[config.mk]
export PLATFORM = sky130hd
export DESIGN_NAME = button_panel_controller_unit_flat
export DESIGN_NICKNAME = d
export VERILOG_FILES = /design/src/bpc_pkg.sv /design/src/bpc_in_if.sv /design/src/bpc_out_if.sv /design/src/bpc_lane.sv /design/src/bpc_panel.sv /design/src/button_panel_controller_unit.sv /design/src/flat_wrapper.sv
export SDC_FILE = /design/constraint.sdc
export NUM_CORES = 1
export LEC_CHECK = 0
export ABC_AREA = 1
export BUFFER_PORTS_ARGS = -buffer_cell sky130_fd_sc_hd__buf_2
export CORE_AREA = 2 2 298 300
export CTS_CLUSTER_SIZE = 16
export DETAILED_ROUTE_END_ITERATION = 12
export DIE_AREA = 0 0 300 302
export GPL_ROUTABILITY_DRIVEN = 0
export GPL_TIMING_DRIVEN = 0
export PLACE_DENSITY = 0.65
export SYNTH_ARGS = -nofsm -noshare
export SYNTH_HDL_FRONTEND = slang
export SYNTH_SLANG_ARGS = --single-unit
[constraint.sdc]
create_clock -name clk_i -period 5.21 [get_ports clk_i]
set_input_delay 1.042 -clock clk_i [delete_from_list [all_inputs] [get_ports clk_i]]
set_output_delay 1.042 -clock clk_i [all_outputs]
set_load 0.02 [all_outputs]
[src/bpc_pkg.sv]
// ----------------------------------------------------------------------------
// Button panel controller package
// Shared types, register codes and defaults of the button panel controller.
// ----------------------------------------------------------------------------
package bpc_pkg;

  localparam int DEFAULT_CHANNELS  = 8;
  localparam int DEFAULT_TIME_BITS = 32;

  localparam int CFG_WIDTH    = 16;
  localparam int CFG_IDX_BITS = 2;

  // Number of debounce lanes and the lane of each button.
  localparam int NUM_BUTTONS = 4;
  localparam int BTN_PLUS    = 0;
  localparam int BTN_MINUS   = 1;
  localparam int BTN_SET     = 2;
  localparam int BTN_PWR     = 3;

  typedef enum logic [CFG_IDX_BITS-1:0] {
    CFG_DEBOUNCE_TIME   = 2'd0,
    CFG_LONG_PRESS_TIME = 2'd1,
    CFG_BLINK_PERIOD    = 2'd2,
    CFG_WINDOW_TIMEOUT  = 2'd3
  } cfg_idx_e;

  localparam logic [CFG_WIDTH-1:0] RST_DEBOUNCE_TIME   = 16'd30;
  localparam logic [CFG_WIDTH-1:0] RST_LONG_PRESS_TIME = 16'd2000;
  localparam logic [CFG_WIDTH-1:0] RST_BLINK_PERIOD    = 16'd500;
  localparam logic [CFG_WIDTH-1:0] RST_WINDOW_TIMEOUT  = 16'd10000;

  localparam logic [1:0] MODE_RUN     = 2'd0;
  localparam logic [1:0] MODE_STANDBY = 2'd1;

  typedef struct packed {
    logic [31:0] time_ms;
    logic        plus_level;
    logic        minus_level;
    logic        set_level;
    logic        power_level;
    logic [1:0]  power_mode;
    logic        blink_request;
  } in_item_t;

  typedef struct packed {
    logic       plus_pressed;
    logic       plus_released;
    logic       minus_pressed;
    logic       minus_released;
    logic       set_short;
    logic       set_long;
    logic       standby_enter;
    logic       standby_exit;
    logic       panel_window;
    logic       select_led;
    logic [2:0] selected_channel;
  } out_item_t;

  // What one debounce lane reports for the current tick.
  typedef struct packed {
    logic rose;      // debounced release accepted this tick
    logic fell;      // debounced press accepted this tick
    logic level;     // stable level after this tick
    logic long_hit;  // held level has lasted the long-press time
  } lane_evt_t;

endpackage

[src/bpc_in_if.sv]
// ----------------------------------------------------------------------------
// Scan tick channel
// Valid/ready channel carrying one scan tick of the button panel.
// ----------------------------------------------------------------------------
interface bpc_in_if;
  logic               valid;
  logic               ready;
  bpc_pkg::in_item_t  data;

  modport source (output valid, output data, input ready);
  modport sink   (input valid, input data, output ready);
endinterface

[src/bpc_out_if.sv]
// ----------------------------------------------------------------------------
// Panel result channel
// Valid/ready channel carrying one result of the button panel per tick.
// ----------------------------------------------------------------------------
interface bpc_out_if;
  logic               valid;
  logic               ready;
  bpc_pkg::out_item_t data;

  modport source (output valid, output data, input ready);
  modport sink   (input valid, input data, output ready);
endinterface

[src/bpc_lane.sv]
// ----------------------------------------------------------------------------
// Debounce lane
// Debounces one active-low button and measures how long its level is held.
// ----------------------------------------------------------------------------
module bpc_lane #(
  parameter int TIME_BITS = bpc_pkg::DEFAULT_TIME_BITS
) (
  input  logic                           clk_i,
  input  logic                           rst_ni,
  input  logic                           accept_i,
  input  logic [TIME_BITS-1:0]           now_i,
  input  logic                           raw_i,
  input  logic [bpc_pkg::CFG_WIDTH-1:0]  debounce_i,
  input  logic [bpc_pkg::CFG_WIDTH-1:0]  long_press_i,
  output bpc_pkg::lane_evt_t             evt_o
);

  logic                 stable_q, stable_d;
  logic [TIME_BITS-1:0] match_q, match_d;
  logic [TIME_BITS-1:0] since_q, since_d;
  logic [TIME_BITS-1:0] match_diff, since_diff;
  logic                 rose, fell;

  assign match_diff = now_i - match_q;
  assign since_diff = now_i - since_q;

  always_comb begin
    stable_d = stable_q;
    match_d  = match_q;
    since_d  = since_q;
    rose     = 1'b0;
    fell     = 1'b0;
    if (raw_i != stable_q) begin
      if (match_diff >= TIME_BITS'(debounce_i)) begin
        stable_d = raw_i;
        since_d  = now_i;
        rose     = raw_i;
        fell     = ~raw_i;
      end
    end else begin
      match_d = now_i;
    end
  end

  always_comb begin
    evt_o.rose  = rose;
    evt_o.fell  = fell;
    evt_o.level = stable_d;
    // A level taken this tick has been held for zero time.
    if (rose || fell) begin
      evt_o.long_hit = (long_press_i == '0);
    end else begin
      evt_o.long_hit = (since_diff >= TIME_BITS'(long_press_i));
    end
  end

  always_ff @(posedge clk_i or negedge rst_ni) begin
    if (!rst_ni) begin
      stable_q <= 1'b1;
      match_q  <= '0;
      since_q  <= '0;
    end else if (accept_i) begin
      stable_q <= stable_d;
      match_q  <= match_d;
      since_q  <= since_d;
    end
  end

  a_stable_only_on_accept: assert property (@(posedge clk_i) disable iff (!rst_ni)
    !accept_i |=> $stable(stable_q))
    else $error("debounced level changed without a tick");

  a_edge_matches_level: assert property (@(posedge clk_i) disable iff (!rst_ni)
    (evt_o.rose || evt_o.fell) |-> (evt_o.level == raw_i) && (stable_q != raw_i))
    else $error("debounce edge does not match the new level");

endmodule

[src/bpc_panel.sv]
// ----------------------------------------------------------------------------
// Panel merge stage
// Combines the four lane reports into press events, standby requests and the
// channel-selection window with its blinking LED.
// ----------------------------------------------------------------------------
module bpc_panel #(
  parameter int CHANNELS  = bpc_pkg::DEFAULT_CHANNELS,
  parameter int TIME_BITS = bpc_pkg::DEFAULT_TIME_BITS
) (
  input  logic                           clk_i,
  input  logic                           rst_ni,
  input  logic                           accept_i,
  input  logic [TIME_BITS-1:0]           now_i,
  input  logic [1:0]                     mode_i,
  input  logic                           blink_req_i,
  input  logic [bpc_pkg::CFG_WIDTH-1:0]  blink_period_i,
  input  logic [bpc_pkg::CFG_WIDTH-1:0]  window_timeout_i,
  input  bpc_pkg::lane_evt_t             evt_i [bpc_pkg::NUM_BUTTONS],
  output bpc_pkg::out_item_t             res_o
);

  localparam int CH_BITS = $clog2(CHANNELS);
  localparam logic [CH_BITS-1:0] CH_LAST = CH_BITS'(CHANNELS - 1);

  logic [1:0]           latch_q, latch_d;     // bit 0 SET, bit 1 PWR
  logic [CH_BITS-1:0]   ch_q, ch_d;
  logic                 win_q, win_d;
  logic                 led_q, led_d;
  logic [TIME_BITS-1:0] act_q, act_d;
  logic [TIME_BITS-1:0] blink_q, blink_d;
  logic [TIME_BITS-1:0] blink_diff, act_diff;
  logic                 run;
  bpc_pkg::lane_evt_t   e_plus, e_minus, e_set, e_pwr;

  assign blink_diff = now_i - blink_q;
  assign act_diff   = now_i - act_q;
  assign run        = (mode_i == bpc_pkg::MODE_RUN);
  assign e_plus     = evt_i[bpc_pkg::BTN_PLUS];
  assign e_minus    = evt_i[bpc_pkg::BTN_MINUS];
  assign e_set      = evt_i[bpc_pkg::BTN_SET];
  assign e_pwr      = evt_i[bpc_pkg::BTN_PWR];

  always_comb begin
    latch_d = latch_q;
    ch_d    = ch_q;
    win_d   = win_q;
    led_d   = led_q;
    act_d   = act_q;
    blink_d = blink_q;
    res_o   = '0;

    // Blink tick: rate limited to half the period; it also closes an idle window.
    if (blink_req_i && (blink_diff >= TIME_BITS'(blink_period_i >> 1))) begin
      blink_d = now_i;
      if (win_q && (act_diff >= TIME_BITS'(window_timeout_i))) begin
        win_d = 1'b0;
        led_d = 1'b0;
      end else if (win_q) begin
        led_d = ~led_q;
      end else begin
        led_d = 1'b0;
      end
    end

    // PWR is tracked in every power mode; standby entry acts only in run, exit only in standby.
    if (e_pwr.fell) latch_d[1] = 1'b1;
    if (!e_pwr.level && latch_d[1] && e_pwr.long_hit) begin
      latch_d[1] = 1'b0;
      if (run) begin
        res_o.standby_enter = 1'b1;
        win_d = 1'b0;
        led_d = 1'b0;
      end
    end
    if (e_pwr.rose && latch_d[1]) begin
      latch_d[1] = 1'b0;
      if (mode_i == bpc_pkg::MODE_STANDBY) res_o.standby_exit = 1'b1;
    end

    if (run) begin
      if (e_plus.fell) begin
        if (!win_d) begin
          win_d   = 1'b1;
          led_d   = 1'b1;
          act_d   = now_i;
          blink_d = now_i;
        end else begin
          ch_d  = (ch_d == CH_LAST) ? '0 : ch_d + CH_BITS'(1);
          act_d = now_i;
        end
        res_o.plus_pressed = 1'b1;
      end
      res_o.plus_released = e_plus.rose;

      if (e_minus.fell) begin
        if (!win_d) begin
          win_d   = 1'b1;
          led_d   = 1'b1;
          act_d   = now_i;
          blink_d = now_i;
        end else begin
          ch_d  = (ch_d == '0) ? CH_LAST : ch_d - CH_BITS'(1);
          act_d = now_i;
        end
        res_o.minus_pressed = 1'b1;
      end
      res_o.minus_released = e_minus.rose;

      if (e_set.fell) latch_d[0] = 1'b1;
      if (!e_set.level && latch_d[0] && e_set.long_hit) begin
        latch_d[0]     = 1'b0;
        res_o.set_long = 1'b1;
        win_d          = 1'b0;
        led_d          = 1'b0;
      end
      if (e_set.rose && latch_d[0]) begin
        latch_d[0] = 1'b0;
        if (!win_d) begin
          win_d   = 1'b1;
          led_d   = 1'b1;
          act_d   = now_i;
          blink_d = now_i;
        end else begin
          act_d           = now_i;
          res_o.set_short = 1'b1;
        end
      end
    end

    res_o.panel_window     = win_d;
    res_o.select_led       = led_d;
    res_o.selected_channel = 3'(ch_d);
  end

  always_ff @(posedge clk_i or negedge rst_ni) begin
    if (!rst_ni) begin
      latch_q <= '0;
      ch_q    <= '0;
      win_q   <= 1'b0;
      led_q   <= 1'b0;
      act_q   <= '0;
      blink_q <= '0;
    end else if (accept_i) begin
      latch_q <= latch_d;
      ch_q    <= ch_d;
      win_q   <= win_d;
      led_q   <= led_d;
      act_q   <= act_d;
      blink_q <= blink_d;
    end
  end

  a_led_needs_window: assert property (@(posedge clk_i) disable iff (!rst_ni)
    led_q |-> win_q)
    else $error("selection LED lit with the window closed");

  a_channel_in_range: assert property (@(posedge clk_i) disable iff (!rst_ni)
    ch_q <= CH_LAST)
    else $error("selected channel out of range");

  a_channel_moves_only_in_run: assert property (@(posedge clk_i) disable iff (!rst_ni)
    (accept_i && !run) |-> (ch_d == ch_q))
    else $error("channel moved outside run mode");

endmodule

[src/button_panel_controller_unit.sv]
// ----------------------------------------------------------------------------
// Button panel controller
// Debounces four panel buttons, detects short and long presses and runs the
// channel-selection window.
// ----------------------------------------------------------------------------
// Usage:
//   in_i carries one scan tick per request: timestamp, raw active-low button
//   levels, power mode and blink request. out_o returns exactly one result per
//   tick with the press events, standby requests, window flag, LED state and
//   selected channel after that tick.
//   Four debounce lanes work on the buttons side by side and the panel stage
//   merges their reports in the same cycle, so a tick is taken every cycle
//   while in_i.ready is high. The result is registered in the output
//   register. A second result register holds one more result while the
//   receiver stalls; in_i.ready drops only when both registers are full.
//   Configuration is written through cfg_we_i, cfg_idx_i and cfg_wdata_i
//   while no tick is in flight.
//   Reset clears all state but the result data: buttons released, window
//   closed, channel 0, and the registers take their default values.
// ----------------------------------------------------------------------------
module button_panel_controller_unit #(
  parameter int CHANNELS  = bpc_pkg::DEFAULT_CHANNELS,
  parameter int TIME_BITS = bpc_pkg::DEFAULT_TIME_BITS
) (
  input  logic                              clk_i,
  input  logic                              rst_ni,
  input  logic                              cfg_we_i,
  input  logic [bpc_pkg::CFG_IDX_BITS-1:0]  cfg_idx_i,
  input  logic [bpc_pkg::CFG_WIDTH-1:0]     cfg_wdata_i,
  bpc_in_if.sink                            in_i,
  bpc_out_if.source                         out_o
);

  logic [bpc_pkg::CFG_WIDTH-1:0] debounce_q, long_press_q, blink_period_q, timeout_q;
  logic                          accept, pop;
  logic [TIME_BITS-1:0]          now;
  logic [bpc_pkg::NUM_BUTTONS-1:0] raw;
  bpc_pkg::lane_evt_t            evt [bpc_pkg::NUM_BUTTONS];
  bpc_pkg::out_item_t            res;
  logic                          out_valid_q, skid_valid_q;
  bpc_pkg::out_item_t            out_data_q, skid_data_q;

  always_ff @(posedge clk_i or negedge rst_ni) begin
    if (!rst_ni) begin
      debounce_q     <= bpc_pkg::RST_DEBOUNCE_TIME;
      long_press_q   <= bpc_pkg::RST_LONG_PRESS_TIME;
      blink_period_q <= bpc_pkg::RST_BLINK_PERIOD;
      timeout_q      <= bpc_pkg::RST_WINDOW_TIMEOUT;
    end else if (cfg_we_i) begin
      case (bpc_pkg::cfg_idx_e'(cfg_idx_i))
        bpc_pkg::CFG_DEBOUNCE_TIME:   debounce_q     <= cfg_wdata_i;
        bpc_pkg::CFG_LONG_PRESS_TIME: long_press_q   <= cfg_wdata_i;
        bpc_pkg::CFG_BLINK_PERIOD:    blink_period_q <= cfg_wdata_i;
        bpc_pkg::CFG_WINDOW_TIMEOUT:  timeout_q      <= cfg_wdata_i;
        default: ;
      endcase
    end
  end

  assign in_i.ready = ~skid_valid_q;
  assign accept     = in_i.valid & ~skid_valid_q;
  assign pop        = out_valid_q & out_o.ready;
  assign now        = TIME_BITS'(in_i.data.time_ms);

  assign raw[bpc_pkg::BTN_PLUS]  = in_i.data.plus_level;
  assign raw[bpc_pkg::BTN_MINUS] = in_i.data.minus_level;
  assign raw[bpc_pkg::BTN_SET]   = in_i.data.set_level;
  assign raw[bpc_pkg::BTN_PWR]   = in_i.data.power_level;

  for (genvar b = 0; b < bpc_pkg::NUM_BUTTONS; b++) begin : g_lane
    bpc_lane #(
      .TIME_BITS (TIME_BITS)
    ) u_lane (
      .clk_i        (clk_i),
      .rst_ni       (rst_ni),
      .accept_i     (accept),
      .now_i        (now),
      .raw_i        (raw[b]),
      .debounce_i   (debounce_q),
      .long_press_i (long_press_q),
      .evt_o        (evt[b])
    );
  end

  bpc_panel #(
    .CHANNELS  (CHANNELS),
    .TIME_BITS (TIME_BITS)
  ) u_panel (
    .clk_i            (clk_i),
    .rst_ni           (rst_ni),
    .accept_i         (accept),
    .now_i            (now),
    .mode_i           (in_i.data.power_mode),
    .blink_req_i      (in_i.data.blink_request),
    .blink_period_i   (blink_period_q),
    .window_timeout_i (timeout_q),
    .evt_i            (evt),
    .res_o            (res)
  );

  // Output register with one skid entry behind it.
  always_ff @(posedge clk_i or negedge rst_ni) begin
    if (!rst_ni) begin
      out_valid_q  <= 1'b0;
      skid_valid_q <= 1'b0;
    end else if (accept) begin
      if (!out_valid_q || pop) begin
        out_valid_q <= 1'b1;
      end else begin
        skid_valid_q <= 1'b1;
      end
    end else if (pop) begin
      if (skid_valid_q) begin
        skid_valid_q <= 1'b0;
      end else begin
        out_valid_q <= 1'b0;
      end
    end
  end

  always_ff @(posedge clk_i) begin
    if (accept) begin
      if (!out_valid_q || pop) begin
        out_data_q <= res;
      end else begin
        skid_data_q <= res;
      end
    end else if (pop && skid_valid_q) begin
      out_data_q <= skid_data_q;
    end
  end

  assign out_o.valid = out_valid_q;
  assign out_o.data  = out_data_q;

  a_skid_behind_output: assert property (@(posedge clk_i) disable iff (!rst_ni)
    skid_valid_q |-> out_valid_q)
    else $error("skid entry full while the output register is empty");

  a_stall_fills_skid: assert property (@(posedge clk_i) disable iff (!rst_ni)
    (accept && out_valid_q && !out_o.ready) |=> skid_valid_q)
    else $error("request taken during a stall was not kept");

  a_result_follows_request: assert property (@(posedge clk_i) disable iff (!rst_ni)
    accept |=> out_valid_q)
    else $error("accepted request produced no result");

endmodule

[src/flat_wrapper.sv]
// flat-port wrapper written by rule: the top's interface ports become plain ports
module button_panel_controller_unit_flat 
#(
  parameter int CHANNELS  = bpc_pkg::DEFAULT_CHANNELS,
  parameter int TIME_BITS = bpc_pkg::DEFAULT_TIME_BITS
)
  (clk_i, rst_ni, cfg_we_i, cfg_idx_i, cfg_wdata_i, in_i_valid, in_i_data, in_i_ready, out_o_valid, out_o_data, out_o_ready);
  bpc_in_if in_i_i ();
  bpc_out_if out_o_i ();
  input  logic clk_i;
  input  logic rst_ni;
  input  logic cfg_we_i;
  input  logic [bpc_pkg::CFG_IDX_BITS-1:0] cfg_idx_i;
  input  logic [bpc_pkg::CFG_WIDTH-1:0] cfg_wdata_i;
  input wire logic [$bits(in_i_i.valid)-1:0] in_i_valid;
  input wire logic [$bits(in_i_i.data)-1:0] in_i_data;
  output wire logic [$bits(in_i_i.ready)-1:0] in_i_ready;
  output wire logic [$bits(out_o_i.valid)-1:0] out_o_valid;
  output wire logic [$bits(out_o_i.data)-1:0] out_o_data;
  input wire logic [$bits(out_o_i.ready)-1:0] out_o_ready;
  assign in_i_i.valid = in_i_valid;
  assign in_i_i.data = in_i_data;
  assign in_i_ready = in_i_i.ready;
  assign out_o_valid = out_o_i.valid;
  assign out_o_data = out_o_i.data;
  assign out_o_i.ready = out_o_ready;
  button_panel_controller_unit #(.CHANNELS(CHANNELS), .TIME_BITS(TIME_BITS)) u_core (.clk_i(clk_i), .rst_ni(rst_ni), .cfg_we_i(cfg_we_i), .cfg_idx_i(cfg_idx_i), .cfg_wdata_i(cfg_wdata_i), .in_i(in_i_i), .out_o(out_o_i));
endmodule
==> flow_summary.html <==
<table>
<tr><th>Metric</th><th>Value</th></tr>
<tr><th colspan="2">Finish</th></tr>
<tr><td>Multi-input logic area</td><td>0.0222 sq mm</td></tr>
<tr><td>Number of nets in the layout</td><td>~6000</td></tr>
<tr><td>Area Growth Syn to Fin</td><td>13.5%</td></tr>
<tr><td>Most frequent cells in the layout</td><td>1663 x sky130_fd_sc_hd__nand2_1, 956 x sky130_fd_sc_hd__inv_1, 436 x sky130_fd_sc_hd__nor2_1</td></tr>
<tr><td>Number of fill cells in the layout</td><td>between 9000 and 10000</td></tr>
<tr><td>Post-route design area</td><td>roughly 0.039 sq mm</td></tr>
<tr><td>Share of layout cells above drive strength 1</td><td>under 10%</td></tr>
<tr><td>Register area</td><td>0.00912 sq mm</td></tr>
<tr><td>Commonest non-fill, non-tap cell in the layout</td><td>sky130_fd_sc_hd__nand2_1</td></tr>
<tr><th colspan="2">CTS</th></tr>
<tr><td>Clk buf depth</td><td>3</td></tr>
<tr><td>Clock latency reported for the late side of the worst-skew pair</td><td>~640 ps</td></tr>
<tr><td>Sinks on Clock Net</td><td>roughly 360</td></tr>
<tr><td>CTS tree</td><td>built</td></tr>
<tr><td>CTS Root Buffer Type</td><td>sky130_fd_sc_hd__clkbuf_16</td></tr>
<tr><td>Clock-pin slew of the registers on the worst-case setup and hold paths</td><td>about 60 ps</td></tr>
<tr><td>Hold buffer count at CTS</td><td>0</td></tr>
<tr><td>Deepest level of the CTS H-tree</td><td>2</td></tr>
<tr><td>Number of buffers created by CTS</td><td>47</td></tr>
<tr><th colspan="2">Route</th></tr>
<tr><td>Total number of vias</td><td>between 30000 and 40000</td></tr>
<tr><td>Routed met2 length</td><td>between 50 and 60 mm</td></tr>
<tr><td>Post-Route M1 WL</td><td>approximately 54 mm</td></tr>
<tr><td>Remaining design rule violation count</td><td>0</td></tr>
<tr><td>Top Metal Used</td><td>met4</td></tr>
<tr><td>Mean number of vias per cell</td><td>5.25</td></tr>
<tr><td>Pre-antenna DRT Iters</td><td>6</td></tr>
<tr><td>Total length of routed wires</td><td>between 100 and 150 mm</td></tr>
<tr><td>Starting DRC count in detailed routing</td><td>around 3400</td></tr>
<tr><td>Post-detailed-route count of antenna-violating nets</td><td>0</td></tr>
<tr><td>Mean routed wirelength per cell</td><td>~18 um</td></tr>
<tr><td>Total length of routed met3 wires</td><td>around 10 mm</td></tr>
<tr><th colspan="2">Hold path</th></tr>
<tr><td>Hold/Removal Path Class</td><td>in -&gt; async</td></tr>
<tr><th colspan="2">Synthesis</th></tr>
<tr><td>Number of different library cells in the post-synthesis netlist</td><td>54</td></tr>
<tr><td>Sequential-to-total area share from yosys stat</td><td>a little over a quarter</td></tr>
<tr><td>Post-Syn Area per Cell</td><td>around 6.4 sq um</td></tr>
<tr><td>Ys async rst share</td><td>slightly above 90%</td></tr>
<tr><td>Net count of the mapped netlist</td><td>about 6000</td></tr>
<tr><td>Post-synth design cell area</td><td>roughly 0.035 sq mm</td></tr>
<tr><td>Synthesized instance count</td><td>5381</td></tr>
<tr><td>Post-synth top flop</td><td>sky130_fd_sc_hd__dfrtp_1</td></tr>
<tr><td>Synth warn</td><td>0</td></tr>
<tr><td>FF+latch count, synth</td><td>roughly 360</td></tr>
<tr><td>Number of enable-type register cells in the synthesized netlist</td><td>26</td></tr>
<tr><th colspan="2">Critical path</th></tr>
<tr><td>Startpoint type of the worst setup path</td><td>primary input</td></tr>
<tr><td>Count of cells along the worst register-to-register path</td><td>31</td></tr>
<tr><td>Maximum single-stage delay on the critical path</td><td>400 ps</td></tr>
<tr><td>WP buf/inv</td><td>6</td></tr>
<tr><td>Arr. time, crit path</td><td>roughly 5400 ps</td></tr>
<tr><td>Dominant cell type by count on the critical path</td><td>sky130_fd_sc_hd__nand2_1</td></tr>
<tr><td>Depth of the critical timing path with buffers and inverters included</td><td>33</td></tr>
<tr><td>Largest fanout of any net on the critical path</td><td>7</td></tr>
<tr><td>Family with the most delay on the worst path</td><td>simple AND/OR/NAND/NOR gates</td></tr>
<tr><td>Critical path endpoint</td><td>u_core.out_o.data[2]</td></tr>
<tr><td>Req. time, crit path</td><td>between 5000 and 6000 ps</td></tr>
<tr><td>End of the worst register-to-register path</td><td>u_core.out_o.data[2]</td></tr>
<tr><td>Worst-path cell with the longest stage delay</td><td>sky130_fd_sc_hd__xor2_1</td></tr>
<tr><td>Classification of the worst setup path</td><td>in -&gt; reg</td></tr>
<tr><td>Minimum setup slack among reg-to-reg paths</td><td>~400 ps</td></tr>
<tr><td>CP endpoint kind</td><td>register</td></tr>
<tr><td>Worst reg2reg path startpoint</td><td>u_core.u_panel.blink_q[0]</td></tr>
<tr><td>Worst setup path start</td><td>in_i_data[7]</td></tr>
<tr><th colspan="2">Global route</th></tr>
<tr><td>Total GRT Usage</td><td>between 20% and 30%</td></tr>
<tr><td>Initial antenna violation count</td><td>9</td></tr>
<tr><td>Global route total overflow</td><td>0</td></tr>
<tr><td>Vias in the first global route</td><td>between 30000 and 40000</td></tr>
<tr><td>Global-route wire length before repair</td><td>187 mm</td></tr>
<tr><td>Largest net degree at the start of global routing</td><td>approximately 100</td></tr>
<tr><th colspan="2">STA</th></tr>
<tr><td>Post-layout min period</td><td>5060 ps</td></tr>
<tr><td>Final setup violation count</td><td>0</td></tr>
<tr><td>Pin slew with the least headroom to its limit</td><td>approximately 1100 ps</td></tr>
<tr><td>Fin worst setup slack</td><td>150 ps</td></tr>
<tr><td>Tightest slew margin relative to the limit</td><td>between 20% and 30%</td></tr>
<tr><td>Maximum clock frequency</td><td>approximately 200 MHz</td></tr>
<tr><td>Slew Limit Fails</td><td>0</td></tr>
<tr><td>Final hold violation count</td><td>0</td></tr>
<tr><td>Fraction of the cycle the final worst path needs</td><td>about 100%</td></tr>
<tr><td>Largest clock skew in the final design</td><td>approximately 29 ps</td></tr>
<tr><th colspan="2">Placement</th></tr>
<tr><td>Estimated wirelength of the detail-placed design</td><td>about 92 mm</td></tr>
<tr><td>Worst slack after detailed placement</td><td>-1640 ps</td></tr>
<tr><td>Buffers on Ports</td><td>75</td></tr>
<tr><td>Placement-stage cell area</td><td>roughly 0.037 sq mm</td></tr>
<tr><th colspan="2">Floorplan</th></tr>
<tr><td>Initial core utilization</td><td>about two fifths</td></tr>
<tr><td>Placement Rows</td><td>approximately 110</td></tr>
<tr><td>Count of boundary I/O pins</td><td>77</td></tr>
<tr><td>Core Area</td><td>0.0876 sq mm</td></tr>
<tr><td>Horiz. Die Dim</td><td>300 um</td></tr>
<tr><td>Die Footprint</td><td>approximately 0.091 sq mm</td></tr>
<tr><td>Vert. Die Dim</td><td>just over 300 um</td></tr>
<tr><th colspan="2">Pwr</th></tr>
<tr><td>Leakage</td><td>20.0 nW</td></tr>
<tr><td>Internal power</td><td>5.80 mW</td></tr>
<tr><td>Clk network pwr share</td><td>41.4%</td></tr>
<tr><td>Sequential Power Share</td><td>roughly a third</td></tr>
<tr><td>Maximum resistive drop on vdd</td><td>approximately 0.27 mV</td></tr>
<tr><td>Combinational power share</td><td>25.0%</td></tr>
<tr><td>PD cells</td><td>approximately 220 mW/mm^2</td></tr>
<tr><td>Switching share of total power</td><td>about 34%</td></tr>
<tr><td>Psw</td><td>approximately 3.0 mW</td></tr>
<tr><th colspan="2">Outcome</th></tr>
<tr><td>Run status</td><td>completed</td></tr>
<tr><th colspan="2">Job</th></tr>
<tr><td>Max-cap viol count</td><td>0</td></tr>
</table>
-- routing by layer --
metal  vias up  global-route usage, %
li1      17400                      -
met1     16400                   37.3
met2      1315                   42.3
met5         -                      0
met4         0                   10.7
met3       253                   3.43
-- power by group through the flow --
stage | combinational [mW] | clock [mW] | sequential [mW]
after floorplan | 1.35 | 0 | 2.99
after global placement | 2.02 | 0 | 3.01
after detailed placement | 2.08 | 0 | 3.01
after CTS | 2.11 | 3.69 | 2.96
after global routing | 2.46 | 3.80 | 2.97
final | 2.21 | 3.64 | 2.96
-- final cells by class --
cell class | instances | share of cell area, %
Antenna cell | 1 | 0.00637
Buffer | 69 | 0.802
Timing Repair Buffer | 99 | 2.08
Timing Repair inverter | 1 | 0.0223
Clock inverter | 32 | 1.15
Multi-Input combinational cell | 3982 | 56.5
Sequential cell | 358 | 23.2
Inverter | 972 | 9.33
Tap cell | 1165 | 3.71
Clock buffer | 55 | 3.22
-- synth_stat cells, types with 3 or more instances --
master                     count  share of area [%]
sky130_fd_sc_hd__edfxtp_1     26                2.3
sky130_fd_sc_hd__o21ai_0     399                5.8
sky130_fd_sc_hd__nand2_2      42               0.76
sky130_fd_sc_hd__nand3_2       4               0.12
sky130_fd_sc_hd__buf_6         6               0.20
sky130_fd_sc_hd__a221oi_1      4               0.10
sky130_fd_sc_hd__or2_2         6               0.11
sky130_fd_sc_hd__nor3_1       49               0.71
sky130_fd_sc_hd__nor4_1        8               0.14
sky130_fd_sc_hd__dfrtp_1     307                 22
sky130_fd_sc_hd__a21o_1       15               0.33
sky130_fd_sc_hd__a21boi_0      8               0.17
sky130_fd_sc_hd__o211ai_1     10               0.22
sky130_fd_sc_hd__buf_2         9               0.13
sky130_fd_sc_hd__o21ai_2      32               0.81
sky130_fd_sc_hd__a211oi_1      7               0.15
sky130_fd_sc_hd__a21oi_1     281                4.1
sky130_fd_sc_hd__ha_1        379                 14
sky130_fd_sc_hd__nor2_1      447                4.8
sky130_fd_sc_hd__nand3_1     232                3.4
sky130_fd_sc_hd__o21a_1       15               0.33
sky130_fd_sc_hd__inv_2        10               0.11
sky130_fd_sc_hd__o21ai_1      10               0.14
sky130_fd_sc_hd__xor2_1      132                3.3
sky130_fd_sc_hd__inv_1       961                 10
sky130_fd_sc_hd__and3_1        3              0.054
sky130_fd_sc_hd__dfstp_2      25                1.9
sky130_fd_sc_hd__a31oi_1      16               0.29
sky130_fd_sc_hd__nor2_2        8               0.14
sky130_fd_sc_hd__fa_1          8               0.46
sky130_fd_sc_hd__nand2_1    1684                 18
sky130_fd_sc_hd__xnor2_1      27               0.68
sky130_fd_sc_hd__and2_1        6               0.11
sky130_fd_sc_hd__o21bai_1     30               0.65
sky130_fd_sc_hd__nand3b_1     29               0.63
sky130_fd_sc_hd__clkbuf_1     52               0.56
sky130_fd_sc_hd__nand4_1      71                1.3
-- worst min path at each step --
| stage | slack (ps) | to | start | depth (start not counted) |
|---|---|---|---|---|
| 2_1_floorplan | 450 | u_core.blink_period_q[10] | u_core.blink_period_q[10] | 2 |
| 3_3_place_gp | 470 | u_core.g_lane[0].u_lane.match_q[23] | u_core.g_lane[0].u_lane.match_q[23] | 2 |
| 3_5_place_dp | 470 | u_core.u_panel.blink_q[16] | u_core.u_panel.blink_q[16] | 2 |
| 4_1_cts | 350 | u_core.g_lane[3].u_lane.match_q[7] | rst_ni | 1 |
| 5_1_grt | 380 | u_core.g_lane[3].u_lane.match_q[7] | rst_ni | 1 |
| 6_report | 340 | u_core.g_lane[3].u_lane.match_q[7] | rst_ni | 1 |
-- logic make-up (layout without fill, tap and decap cells) --
group / after synthesis / after routing / synth area share (%)
AND/OR/NAND/NOR: 2600 / 2600 / 30.8
buffers and inverters: 1041 / 1228 / 11.4
AO/OA/AOI/OAI: 836 / 836 / 13.2
adder cells (fa/ha/maj): 387 / 387 / 14.2
flip-flops: 358 / 358 / 26.3
XOR/XNOR: 159 / 159 / 4.02
other: 0 / 1 / 0
-- through the flow --
stage / setup TNS [ps] / hold WS [ps] / util [%] / instances / total power [mW]
after global routing: -68.8 / 382 / 44.9 / 6733 / 9.23
final: 0 / 342 / 44.9 / 6734 / 8.81
after CTS: -13.2 / 351 / 44.0 / 6714 / 8.76
after global placement: -1239980 / 467 / 41.6 / 6621 / 5.03
after floorplan: 0 / 453 / - / 5381 / 4.34
after detailed placement: -137110 / 473 / 41.8 / 6624 / 5.08
-- worst register-to-register path: cells and delay by family (launching register included) --
kind	cells	cell delay, ps
xor+xnor	1	410
flops	1	380
compound gates	1	150
buf+inv	4	380
simple gates	21	2210
fa+ha+maj	4	1040
-- flip-flops by register name, summed over array words and instances, names as in the netlist, 2 cells and up --
signal	cells
u_core.timeout_q	16
u_core.blink_period_q	15
u_core.debounce_q	16
u_core.out_o.data	13
u_core.u_panel.blink_q	32
u_core.g_lane.u_lane.stable_q	4
u_core.g_lane.u_lane.match_q	128
u_core.u_panel.latch_q	2
u_core.g_lane.u_lane.since_q	64
u_core.u_panel.ch_q	3
u_core.skid_data_q	13
u_core.u_panel.act_q	32
u_core.long_press_q	16
-- repair_timing --
| action | CTS | global route |
|---|---|---|
| pin swaps | 5 | 32 |
| buffers inserted | 3 | 18 |
| cloned | 0 | 1 |
| endpoints found under the setup margin | 116 | 114 |
| gates resized for setup | 57 | 132 |
No activity file was read; power rests on OpenSTA's default activity.
